### src/hw/rtl/pcrg_pkg.sv
// Shared types, widths and arithmetic step functions of the pinhole camera ray generator.
// Used by the front, queue, back and top-level modules; depends on nothing.
package pcrg_pkg;

  localparam int CompW   = 20;  // Q8.12 camera vector component
  localparam int CoordW  = 17;  // Q1.16 screen coordinate
  localparam int CfgW    = 3 * CompW;
  localparam int ProdW   = CoordW + 1 + CompW;
  localparam int DW      = ProdW + 1;  // signed unnormalized direction component
  localparam int AbsW    = DW - 1;
  localparam int LeadW   = 6;
  localparam int MagW    = 30;  // normalized magnitude, top bit at 29
  localparam int SqW     = 2 * MagW;
  localparam int SumW    = SqW + 2;
  localparam int RootW   = SumW / 2;
  localparam int RemW    = RootW + 2;
  localparam int FracBits = 14;
  localparam int NumW    = MagW + FracBits + 1;
  localparam int QuoW    = 16;
  localparam int DirW    = 16;
  localparam int NormTop = MagW - 1;
  localparam logic [QuoW-1:0] OneQ14 = QuoW'(1 << FracBits);

  typedef enum logic [1:0] {
    RegPosition   = 2'd0,
    RegCorner     = 2'd1,
    RegHorizontal = 2'd2,
    RegVertical   = 2'd3
  } pcrg_reg_t;

  // One normalized direction as it travels from the front to the back.
  typedef struct packed {
    logic [2:0][MagW-1:0] mag;
    logic [2:0]           neg;
    logic                 degen;
  } pcrg_item_t;

  typedef struct packed {
    logic [RemW-1:0]  rem;
    logic [RootW-1:0] root;
  } sqrt_st_t;

  typedef struct packed {
    logic [RootW-1:0] rem;
    logic             qbit;
  } div_st_t;

  // One digit of the square root: brings in the next two radicand bits.
  function automatic sqrt_st_t sqrt_step(input sqrt_st_t cur, input logic [1:0] bits);
    logic [RemW-1:0] r2;
    logic [RemW-1:0] t;
    sqrt_st_t        nxt;
    r2 = {cur.rem[RemW-3:0], bits};
    t  = {cur.root, 2'b01};
    if (r2 >= t) begin
      nxt.rem  = r2 - t;
      nxt.root = {cur.root[RootW-2:0], 1'b1};
    end else begin
      nxt.rem  = r2;
      nxt.root = {cur.root[RootW-2:0], 1'b0};
    end
    return nxt;
  endfunction

  // One bit of restoring division.
  function automatic div_st_t div_step(input logic [RootW-1:0] rem, input logic nbit,
                                       input logic [RootW-1:0] dvs);
    logic [RootW:0] t;
    div_st_t        nxt;
    t = {rem, nbit};
    if (t >= {1'b0, dvs}) begin
      nxt.rem  = RootW'(t - {1'b0, dvs});
      nxt.qbit = 1'b1;
    end else begin
      nxt.rem  = t[RootW-1:0];
      nxt.qbit = 1'b0;
    end
    return nxt;
  endfunction

endpackage

### src/hw/rtl/pcrg_queue.sv
// Short register queue between the front and back pipelines.
// Uses pcrg_pkg for the item type.
module pcrg_queue (
  input  logic                 clk,
  input  logic                 rst,
  input  logic                 push,
  input  pcrg_pkg::pcrg_item_t push_item,
  input  logic                 pop,
  output logic                 full,
  output logic                 not_empty,
  output pcrg_pkg::pcrg_item_t head
);
  import pcrg_pkg::*;

  localparam int Depth = 4;

  pcrg_item_t mem [Depth];
  logic [1:0] wptr, rptr;
  logic [2:0] count;

  assign full      = (count == 3'(Depth));
  assign not_empty = (count != '0);
  assign head      = mem[rptr];

  always_ff @(posedge clk) begin
    if (rst) begin
      wptr  <= '0;
      rptr  <= '0;
      count <= '0;
    end else begin
      if (push) wptr <= wptr + 2'd1;
      if (pop) rptr <= rptr + 2'd1;
      count <= count + 3'(push) - 3'(pop);
    end
  end

  always_ff @(posedge clk) begin
    if (push) mem[wptr] <= push_item;
  end

`ifndef SYNTHESIS
  a_no_overflow: assert property (@(posedge clk) disable iff (rst) push |-> (!full || pop))
    else $error("queue overflow");
  a_no_underflow: assert property (@(posedge clk) disable iff (rst) pop |-> not_empty)
    else $error("queue underflow");
  a_count_bound: assert property (@(posedge clk) disable iff (rst) count <= 3'(Depth))
    else $error("queue count out of range");
  a_count_step: assert property (@(posedge clk) disable iff (rst)
    (push && !pop) |=> (count == $past(count) + 3'd1))
    else $error("queue count did not follow push");
`endif

endmodule

### config.mk
export PLATFORM = sky130hd
export DESIGN_NAME = pcrg_queue
export DESIGN_NICKNAME = d
export VERILOG_FILES = /design/src/hw/rtl/pcrg_pkg.sv /design/src/hw/rtl/pcrg_queue.sv
export SDC_FILE = /design/constraint.sdc
export NUM_CORES = 1
export LEC_CHECK = 0
export BUFFER_PORTS_ARGS = -buffer_cell sky130_fd_sc_hd__buf_2
export CELL_PAD_IN_SITES_DETAIL_PLACEMENT = 0
export CELL_PAD_IN_SITES_GLOBAL_PLACEMENT = 1
export CORE_ASPECT_RATIO = 2
export CORE_MARGIN = 4
export CORE_UTILIZATION = 54
export CTS_CLUSTER_DIAMETER = 120
export DETAILED_ROUTE_END_ITERATION = 8
export PLACE_DENSITY = 0.88
export RECOVER_POWER = 25
export SYNTH_ARGS = -nofsm -noshare
export SYNTH_HDL_FRONTEND = slang
export SYNTH_SLANG_ARGS = --single-unit
### constraint.sdc
create_clock -name clk -period 8.15 [get_ports clk]
set_input_delay 0.815 -clock clk [delete_from_list [all_inputs] [get_ports clk]]
set_output_delay 0.815 -clock clk [all_outputs]
set_load 0.02 [all_outputs]
Word level (Yosys, flattened, before mapping)

Memories as Yosys holds them, arrays and structs flattened. A register that Yosys moved wholly into a read port is not among the register bits.
Cells that the tools add are included.

Flip-flop bits (word level): 7
Memory bits (writable): 376
Bits of input ports: 98
Word-level logic and storage cells: 14
Memories kept: 1

Add/sub/neg operators: 4
Equality and inequality tests: 1
Multiplexer cells: 4
Reduce and logical (&&, ||, !) cells: 1

Memories:

| memory | depth | width | rd ports | clocked after memory_dff | wr ports | RTL line         | source |
|---|---|---|---|---|---|---|---|
| mem    | 4     | 94    | 1        | 1                        | 1        | pcrg_queue.sv:17 | `pcrg_item_t mem [Depth];` |

Operator list:

| operator                                    | number |
|---|---|
| adder 2 x 1 -> 2 bit, second input constant | 2 |
| two-way mux 2 bit                           | 2 |
| adder 3 x 1 -> 3 bit                        | 1 |
| equality test 3 bit, second input constant  | 1 |
| nonzero test 3 bit                          | 1 |
| subtractor 3 x 1 -> 3 bit                   | 1 |
| two-way mux 1 bit                           | 2 |

Longest topological paths before layout

Gate-level depths: netlist (run 1).

Depth after elaboration: 3
Depth in mapped cells: 7
Mapped depth without buffers: 7

Worst setup path after synthesis (run 1)

OpenSTA, ideal clock, no wires.

Kind: input to register
Start: input push
End: memory mem[0][0] in the netlist's numbering, enable pin
Library setup time: 463 ps
Arrival time: 2990 ps
Required time: 7687 ps
Slack: 4697 ps
Stages on the path: 1
Path through: and2_1

Word-level cells in the longest chain between the ends: 2

Ends and longest elaborated chain:

| what                                    | RTL line         | source |
|---|---|---|
| from (decl)                             | pcrg_queue.sv:6  | `input logic push,` |
| two-way mux 1 bit                       | pcrg_queue.sv:38 | `if (push) mem[wptr] <= push_item;` |
| two-way mux 1 bit (implied by the code) | pcrg_queue.sv:38 |  |
| to (decl)                               | pcrg_queue.sv:17 |  |

Every way passes these cells.

==> results of run 1 <==
[cell type report]
type / instances / area, um^2 / area share [%]
Sequential cell: 385 / 11500 / 70.8
Tap cell: 340 / 425 / 2.62
Inverter: 6 / 22.5 / 0.139
Clock inverter: 17 / 136 / 0.841
Antenna cell: 3 / 7.51 / 0.0463
Clock buffer: 39 / 836 / 5.16
Timing Repair Buffer: 199 / 937 / 5.78
Multi-Input combinational cell: 121 / 2360 / 14.6
[logic make-up after synthesis]
group | count (synthesis) | share of synthesized area [%]
mux | 95 | 15.1
compound gates | 2 | 0.107
simple gates | 14 | 0.543
fa+ha+maj | 7 | 0.676
buf+inv | 27 | 1.73
flops | 385 | 81.5
xor+xnor | 3 | 0.293
[synth_stat cells]
| library cell | count | share of area [%] |
|---|---|---|
| edfxtp_1 | 376 | 80 |
| mux4_2 | 94 | 15 |
| dfxtp_1 | 9 | 1.3 |
| buf_12 | 7 | 1.0 |
| buf_2 | 7 | 0.25 |
| ha_1 | 6 | 0.53 |
| inv_1 | 6 | 0.16 |
| nor2_1 | 5 | 0.13 |
| and2_1 | 4 | 0.18 |
| buf_1 | 3 | 0.080 |
| buf_4 | 3 | 0.16 |
| nor2b_1 | 2 | 0.089 |
| xnor2_1 | 2 | 0.12 |
| a21bo_2 | 1 | 0.071 |
| a21oi_1 | 1 | 0.036 |
| and3_1 | 1 | 0.044 |
| buf_6 | 1 | 0.080 |
| fa_1 | 1 | 0.14 |
| mux2i_1 | 1 | 0.071 |
| nand3b_1 | 1 | 0.053 |
| or3_1 | 1 | 0.044 |
| xor3_1 | 1 | 0.17 |
[metal layers]
metal | up-vias | part of all wire (%)
met1 | 3225 | 34
li1 | 2705 | -
met4 | 6 | 3.1
met3 | 56 | 5.1
met2 | 190 | 58
met5 | - | 0.17
[worst register-to-register path: cells and delay by family (launching register included)]
family | cells | cell delay [ns]
buffers and inverters | 1 | 0.84
AND/OR/NAND/NOR | 1 | 0.52
flip-flops | 1 | 0.41
adder cells (fa/ha/maj) | 1 | 0.18
[sequential cells by signal (all words and copies together), names as in the netlist, named ones only]
signal,count
mem,376
count,3
rptr,2
wptr,2
[worst paths after layout]
path,end,slack (ns),depth (start not counted)
setup / recovery,head[11],4.07,3
setup reg to reg,mem[1][20],5.77,3
hold reg to reg,flop,0.56,2
hold / removal,mem[2][61],0.47,1
[metrics by stage]
step                      cells  power, mW  hold slack (ns)  cell area, um^2
after floorplan             533       2.66            0.492            14100
after global placement     1051       2.80            0.519            15300
after detailed placement   1051       2.82            0.537            15300
after CTS                  1107       4.24            0.433            16300
after global routing       1109       4.34            0.465            16200
final                      1110       4.18            0.473            16200
[power by group]
part           switching (mW)  internal, mW  leakage [nW]
logic                   0.261         0.183          1.28
registers              0.0408          2.28          3.53
clock network           0.638         0.787         0.484
total                   0.940          3.24          5.30
==> summary.txt, run 1 <==
Die
  • Core Area: 25700 um^2
  • Num ports: 194
  • Die area: 28900 um^2
  • # rows: 83
  • Die height: 236 um
  • Die X: between 100 and 150 um
  • Starting Density: 54.8%

Routing
  • Detail Route Antenna Nets: 0
  • Via count: roughly 6k
  • Drt wl/cell: about 23 um
  • Drt pass-1 iters: 4
  • Via/cell ratio: 5.57
  • Starting DRT DRC Count: 402
  • DRC Markers: 0
  • Total length of routed wires: 26100 um

Critical path
  • Crit-path cells: buf_4, mux4_2, buf_2
  • CP bufs+invs: 2
  • WP data required: 7.34 ns
  • Critical path's largest stage delay: approximately 0.94 ns
  • Origin of the critical flop-to-flop path: wptr[0]
  • Crit. End Element: output pin
  • CP delay by family, top: buffers and inverters
  • Slowest-stage cell, CP: buf_4
  • Critical Path Start Type: flop
  • Crit path max fanout: 53
  • Critical path class: flop to output pin
  • WP data arrival: about 3.3 ns

Place
  • Placement Setup Slack: 4.47 ns
  • GPL Wtd Cong: around 0.7
  • Hpwl dp: 16200 um
  • Input/output buffers: slightly below 200

Clock tree
  • Clock latency at the later pin of the worst-skew pair: around 0.56 ns
  • Post-CTS setup buffers: 0
  • Clock sink count: 385
  • Hold Buf Count CTS: 0
  • Post_cts resized: 0
  • Max clock buf depth: 3
  • CTS root buffer: clkbuf_16
  • Cts bufs inserted: 31
  • H-Tree Depth: 1
  • CTS tree: done
  • Clk slew on worst S/H paths: 0.07 ns

Timing
  • Final setup vio count: 0
  • RSZ-0062 raised after global routing: no
  • Worst Tran Pin Value: roughly 1.1 ns
  • Setup TNS: 0 ns
  • Fin. Hold Viols: 0
  • Worst setup margin: 4.07 ns
  • Clock period minus worst slack: 4.08 ns
  • Final Max Slew Viols: 0
  • Final period util: 50.1%
  • Relative slew slack: 28.1%
  • Fmax: 245 MHz
  • Final clock skew: 0.0116 ns

Synth
  • Syn Area/Cell: 26.4 um^2
  • Flop and latch count out of synthesis: 385
  • Syn Inst Count: around 530
  • Yosys cell types: 22
  • Mapped Area: 14100 um^2
  • Count of warnings emitted by yosys: 0
  • Seq/Total Area, Yosys: 81.5%
  • Mapped Nets: 638

Finish
  • Total Nets Final: roughly 850
  • Commonest non-fill, non-tap cell in the layout: edfxtp_1
  • Final core occ: roughly 63%
  • P&R area growth vs syn: 15.2%
  • Share of cells above drive strength 1: 37.5%
  • Commonest cells after routing, fill and taps aside: edfxtp_1, buf_2, mux4_2, clkbuf_1, clkbuf_16
  • Layout fillers: 1735

Global route
  • Gr busiest metal: met2
  • M2 GR Usage: 34.8%
  • Largest net degree at the start of global routing: slightly above 70
  • First-pass GRT wire length: between 40000 and 50000 um
  • Met3 usage: 3.24%
  • Vias in the first global route: 6892
  • GRT overflow: 0
  • Initial antenna violation count: 6
  • Global Route Usage Sum: 18.6%
  • Met1 usage: 20.9%

Outcome
  • Status: completed

Pwr
  • LEAKAGE: roughly 5.3 nW
  • Max VDD drop: 191 uV
  • Pwr dens: 258 nW/um^2

Hold path
  • Min-delay src: push_item[61]
  • Worst hold path class: primary input to flop

Run
  • MaxCap Viol Count: 0
(Power assumes the default switching activity.)
==> run 2, diff against run 1 <==
Settings changed: CORE_UTILIZATION 54 to 45, PLACE_DENSITY 0.88 to 0.79.
Clock period 8.15 ns to 3.4 ns, I/O delays scaled along.
==> summary.txt, run 2 (same netlist as run 1, synthesis figures left out) <==
Timing
  • Final period util: between 70% and 80%
  • Worst Tran Pin Value: 0.631 ns (was 1.08 ns)
  • RSZ-0062 raised after global routing: no (unchanged)
  • Final Max Slew Viols: 0 (unchanged)
  • Fin. Hold Viols: 0 (unchanged)
  • Final clock skew: 0.00664 ns (was 0.0116 ns)
  • Clock period minus worst slack: 2.55 ns
  • Setup TNS: 0 ns (unchanged)
  • Final setup vio count: 0 (unchanged)
  • Fmax: 392 MHz
  • Relative slew slack: 58.0% (was 28.1%)

Pwr
  • Power Total: 10.2 mW (was 4.18 mW)
  • LEAKAGE: 5.72 nW (was 5.30 nW)
  • Share of total power in sequential cells: 54.3% (was 55.4%)
  • Max VDD drop: 402 uV (was 191 uV)
  • Cell Int Power: 7.86 mW (was 3.24 mW)
  • Clk network pwr share: 33.9% (was 34.0%)
  • Pwr dens: 586 nW/um^2 (was 258 nW/um^2)
  • Comb power frac: 11.9% (was 10.6%)
  • Net Switching: 2.30 mW (was 0.940 mW)
  • Sw Ratio: 22.6% (was 22.5%)

Run
  • MaxCap Viol Count: 0 (unchanged)

Routing
  • Detail Route Antenna Nets: 0 (unchanged)
  • DRC Markers: 0 (unchanged)
  • Drt pass-1 iters: 4 (unchanged)
  • Starting DRT DRC Count: 466 (was 402)
  • Via count: 6541 (was 6182)
  • Total length of routed wires: 27500 um (was 26100 um)
  • Drt wl/cell: 21.4 um (was 23.5 um)
  • Via/cell ratio: 5.10 (was 5.57)

Finish
  • Share of cells above drive strength 1: 33.5% (was 37.5%)
  • Design Area, Final: 17300 um^2 (was 16200 um^2)
  • P&R area growth vs syn: 23.2% (was 15.2%)
  • Max reg flops: 376 (unchanged)
  • Top reg by flops: mem (unchanged)
  • Commonest non-fill, non-tap cell in the layout: edfxtp_1 (unchanged)
  • Final core occ: 56.2% (was 63.2%)
  • Total Nets Final: 946 (was 849)
  • Layout fillers: 2335 (was 1735)
  • Top flop regs: mem (376), count (3) (unchanged)
  • Commonest cells after routing, fill and taps aside: edfxtp_1, buf_2, mux4_2, dlygate4sd3_1, clkbuf_1 (was edfxtp_1, buf_2, mux4_2, clkbuf_1, clkbuf_16)

Clock tree
  • Clock latency at the later pin of the worst-skew pair: 0.56 ns (about the same)
  • CTS tree: done (unchanged)
  • Max clock buf depth: 3 (unchanged)
  • Post_cts resized: 0 (unchanged)
  • Hold Buf Count CTS: 92 (was 0)
  • H-Tree Depth: 1 (unchanged)
  • Post-CTS setup buffers: 0 (unchanged)
  • CTS root buffer: clkbuf_16 (unchanged)
  • Clk slew on worst S/H paths: 0.07 ns (about the same)
  • Clock sink count: 385 (unchanged)
  • Cts bufs inserted: 31 (unchanged)

Global route
  • Global Route Usage Sum: 16.1% (was 18.6%)
  • Initial antenna violation count: 3 (was 6)
  • GRT overflow: 0 (unchanged)
  • Largest net degree at the start of global routing: 59 (was 72)
  • Vias in the first global route: 7167 (was 6892)
  • First-pass GRT wire length: 42400 um (was 40100 um)

Die
  • Die X: 133 um (was 122 um)
  • Starting Density: 45.6% (was 54.8%)
  • Core Area: 30900 um^2 (was 25700 um^2)
  • Die area: 34300 um^2 (was 28900 um^2)
  • Die height: 258 um (was 236 um)
  • # rows: 91 (was 83)
  • Num ports: 194 (unchanged)

Hold path
  • Min-delay src: rst (was push_item[61])
  • Hold depth: 2 (was 1)
  • Worst hold path class: primary input to flop (unchanged)

Critical path
  • Crit path max fanout: 45 (was 53)
  • Crit-path cells: buf_12, mux4_2, buf_2 (was buf_4, mux4_2, buf_2)
  • CP delay by family, top: flip-flops (was buffers and inverters)
  • Slowest-stage cell, CP: dfxtp_4 (was buf_4)
  • Reg2Reg Setup Slack: 1.42 ns (was 5.77 ns)
  • Origin of the critical flop-to-flop path: wptr[0] (unchanged)
  • Critical path class: flop to output pin (unchanged)
  • Critical Path Start Type: flop (unchanged)
  • Critical path's largest stage delay: 0.72 ns (was 0.94 ns)
  • Crit. End Element: output pin (unchanged)
  • CP bufs+invs: 2 (unchanged)
  • WP data arrival: 2.21 ns (was 3.27 ns)
  • Path depth of the worst reg2reg path: 4 (was 3)
  • Reg-to-Reg End: mem[0][14] (was mem[1][20])
  • WP data required: 3.06 ns (was 7.34 ns)

Place
  • Hpwl dp: 16800 um (was 16200 um)
  • Input/output buffers: 193 (unchanged)
  • Placed cell areas: 15500 um^2 (was 15300 um^2)
  • GPL Wtd Cong: 0.707 (was 0.721)

Outcome
  • Status: completed (unchanged)
-- run 2: changes by cell type in the layout (fill, tap and decap cells not counted), moves of 2 or more --
| cell | change |
|---|---|
| dlygate4sd3_1 | +92 |
| buf_12 | +7 |
| clkinv_1 | +4 |
| clkbuf_8 | -3 |
| clkinv_2 | -3 |
| buf_4 | -2 |
| diode_2 | -2 |
-- run 2: metrics by stage --
step / std cells / hold slack (ns) / worst slack (ns)
after floorplan: 533 / 0.412 / 0.218
after CTS: 1281 / 0.00372 / 0.753
after global routing: 1281 / 0.0823 / 0.731
after detailed placement: 1134 / 0.541 / 1.38
final: 1282 / 0.0637 / 0.846
after global placement: 1134 / 0.509 / 1.37
-- run 2: how the worst max path moves through the flow --
stage            start         to  slack (ns)  depth (start not counted)
6_report          flop   head[38]        0.85                          3
5_1_grt           flop   head[38]        0.73                          3
4_1_cts           flop   head[38]        0.75                          3
3_5_place_dp      flop   head[38]        1.38                          3
3_3_place_gp      flop   head[38]        1.37                          3
2_1_floorplan  wptr[0]  mem[0][0]        0.22                          3
-- run 2: cell type report --
cell class / instances / area [um^2] / area share [%]
diodes: 1 / 2.50 / 0.0144
clock buffers: 36 / 795 / 4.58
clock inverters: 19 / 166 / 0.960
inverters: 6 / 22.5 / 0.130
multi-input cells: 121 / 2360 / 13.6
flip-flops and latches: 385 / 11500 / 66.2
well taps: 418 / 523 / 3.02
repair buffers: 296 / 1980 / 11.4
-- run 2: routing by layer --
metal	vias to the layer above	track usage [%]	wire length (um)	part of all wire [%]
met2	166	30.1	15600	57
met5	-	0	22	0.080
met3	53	2.14	990	3.6
met4	4	5.98	934	3.4
met1	3414	18.8	9960	36
li1	2904	-	-	-
-- run 2: power groups by stage --
stage          sequential [mW]  clock, mW  combinational [mW]
2_1_floorplan             5.61          0               0.766
3_3_place_gp              5.61          0                1.15
3_5_place_dp              5.62          0                1.16
4_1_cts                   5.52       3.54                1.25
5_1_grt                   5.53       3.72                1.29
6_report                  5.52       3.44                1.20
==> run 3, diff against run 2 <==
Settings changed: CORE_UTILIZATION 45 to 50, PLACE_DENSITY 0.79 to 0.83.
Clock period 3.4 ns to 2.7 ns, I/O delays scaled along.
==> summary.txt, run 3 (same netlist as run 1, synthesis figures left out) <==
Timing
  • RSZ-0062 raised after global routing: no (unchanged)
  • Worst Tran Pin Value: 0.581 ns (was 0.631 ns)
  • Final clock skew: 0.00514 ns (was 0.00664 ns)
  • Worst setup margin: 0.272 ns (was 0.846 ns)
  • Clock period minus worst slack: 2.43 ns
  • Final Max Slew Viols: 0 (unchanged)
  • Relative slew slack: 61.3% (was 58.0%)
  • Setup TNS: 0 ns (unchanged)
  • Final setup vio count: 0 (unchanged)
  • Fin. Hold Viols: 0 (unchanged)
  • Fmax: approximately 410 MHz
  • Final period util: 89.9%

Clock tree
  • CTS tree: done (unchanged)
  • Clock sink count: 385 (unchanged)
  • Clk slew on worst S/H paths: 0.06 ns (was 0.07 ns)
  • CTS root buffer: clkbuf_16 (unchanged)
  • H-Tree Depth: 1 (unchanged)
  • Post-CTS setup buffers: 0 (unchanged)
  • Clock latency at the later pin of the worst-skew pair: 0.56 ns (about the same)
  • Cts bufs inserted: 31 (unchanged)
  • Max clock buf depth: 3 (unchanged)

Routing
  • Total length of routed wires: 28100 um (was 27500 um)
  • Drt pass-1 iters: 4 (unchanged)
  • Via/cell ratio: 5.46 (was 5.10)
  • Starting DRT DRC Count: 415 (was 466)
  • Detail Route Antenna Nets: 0 (unchanged)
  • DRC Markers: 0 (unchanged)
  • Drt wl/cell: 22.8 um (was 21.4 um)
  • Via count: 6721 (was 6541)

Place
  • Placement Setup Slack: 0.831 ns (was 1.38 ns)
  • Hpwl dp: 18000 um (was 16800 um)
  • GPL Wtd Cong: 0.754 (was 0.707)
  • Placed cell areas: 15600 um^2 (was 15500 um^2)
  • Input/output buffers: 193 (unchanged)

Hold path
  • Worst hold path class: primary input to flop (unchanged)

Global route
  • Initial antenna violation count: 1 (was 3)
  • First-pass GRT wire length: 43400 um (was 42400 um)
  • GRT overflow: 0 (unchanged)
  • Vias in the first global route: 7633 (was 7167)
  • Global Route Usage Sum: 18.4% (was 16.1%)
  • Largest net degree at the start of global routing: 48 (was 59)

Finish
  • Total Nets Final: 960 (was 946)
  • Top reg by flops: mem (unchanged)
  • Layout fillers: 1833 (was 2335)
  • Top flop regs: mem (376), count (3) (unchanged)
  • Commonest cells after routing, fill and taps aside: edfxtp_1, buf_2, dlygate4sd3_1, mux4_2, clkbuf_1 (was edfxtp_1, buf_2, mux4_2, dlygate4sd3_1, clkbuf_1)
  • Max reg flops: 376 (unchanged)
  • P&R area growth vs syn: 23.7% (was 23.2%)
  • Final core occ: 62.9% (was 56.2%)
  • Share of cells above drive strength 1: 34.5% (was 33.5%)
  • Design Area, Final: 17400 um^2 (was 17300 um^2)
  • Commonest non-fill, non-tap cell in the layout: edfxtp_1 (unchanged)

Critical path
  • Crit path max fanout: 35 (was 45)
  • WP data arrival: 2.16 ns (was 2.21 ns)
  • Crit. End Element: output pin (unchanged)
  • Critical path class: flop to output pin (unchanged)
  • WP data required: 2.43 ns (was 3.06 ns)
  • Critical Path Start Type: flop (unchanged)

Pwr
  • Max VDD drop: 637 uV (was 402 uV)
  • LEAKAGE: 5.81 nW (was 5.72 nW)
  • Power Total: 12.8 mW (was 10.2 mW)
  • Pwr dens: 734 nW/um^2 (was 586 nW/um^2)

Die
  • Starting Density: 50.9% (was 45.6%)
  • Die X: 127 um (was 133 um)
  • Num ports: 194 (unchanged)
  • # rows: 86 (was 91)
  • Die area: 31000 um^2 (was 34300 um^2)
  • Core Area: 27700 um^2 (was 30900 um^2)
  • Die height: 245 um (was 258 um)

Outcome
  • Status: completed (unchanged)

Run
  • MaxCap Viol Count: 0 (unchanged)
[run 3: cell types whose count changed in the layout (fill, tap and decap cells not counted), sizes merged]
cell / previous run / this run
buf: 146 / 157
bufinv: 3 / 2
clkbuf: 94 / 91
clkinv: 14 / 19
clkinvlp: 1 / 0
dlygate4sd3: 92 / 95
inv: 7 / 8
[run 3: critical path, stage by stage (launching register included)]
cell and delay (ns):
dfxtp_4 0.70, buf_12 0.29, mux4_2 0.39, buf_2 0.19
[run 3: path summary, 6_finish.rpt]
kind	startpoint	to	cells after the start	slack [ns]
worst max-delay path	flop	head[52]	3	0.27
worst min-delay path	pop	rptr[0]	3	0.06
worst min register to register	rptr[1]	flop	2	0.54
worst max register to register	wptr[0]	mem[0][61]	4	0.95
[run 3: per-stage QoR]
stage	hold slack, ns	cells
2_1_floorplan	0.342	533
3_3_place_gp	0.479	1079
3_5_place_dp	0.485	1079
4_1_cts	0.0307	1230
5_1_grt	0.0675	1231
6_report	0.0585	1231
[run 3: layer usage]
| metal | track usage [%] | share of wire, % | up-vias |
|---|---|---|---|
| met3 | 2.83 | 4.7 | 52 |
| met2 | 34.7 | 58 | 222 |
| met5 | 0 | 0 | - |
| met1 | 20.5 | 34 | 3513 |
| met4 | 6.95 | 3.2 | 0 |
| li1 | - | - | 2934 |
[run 3: power breakdown]
part	total [mW]	leakage (nW)	switching, mW	internal [mW]
Combinational	1.56	1.80	0.872	0.686
Clock	4.26	0.477	1.97	2.29
Sequential	6.96	3.53	0.0935	6.86
Total	12.8	5.81	2.93	9.84
[run 3: cell type report]
type | instances | area [um^2] | share of cell area (%)
multi-input combinational | 121 | 2360 | 13.6
clock inverter | 23 | 168 | 0.963
clock buffer | 33 | 783 | 4.50
sequential | 385 | 11500 | 65.9
inverter | 6 | 22.5 | 0.129
tap | 352 | 440 | 2.53
antenna | 1 | 2.50 | 0.0144
timing repair buffer | 310 | 2150 | 12.3
[run 3: what timing repair did]
item,4_1_cts,5_1_grt
hold buffers,95,0
hold endpoints to repair,385,0
resized for setup,0,0
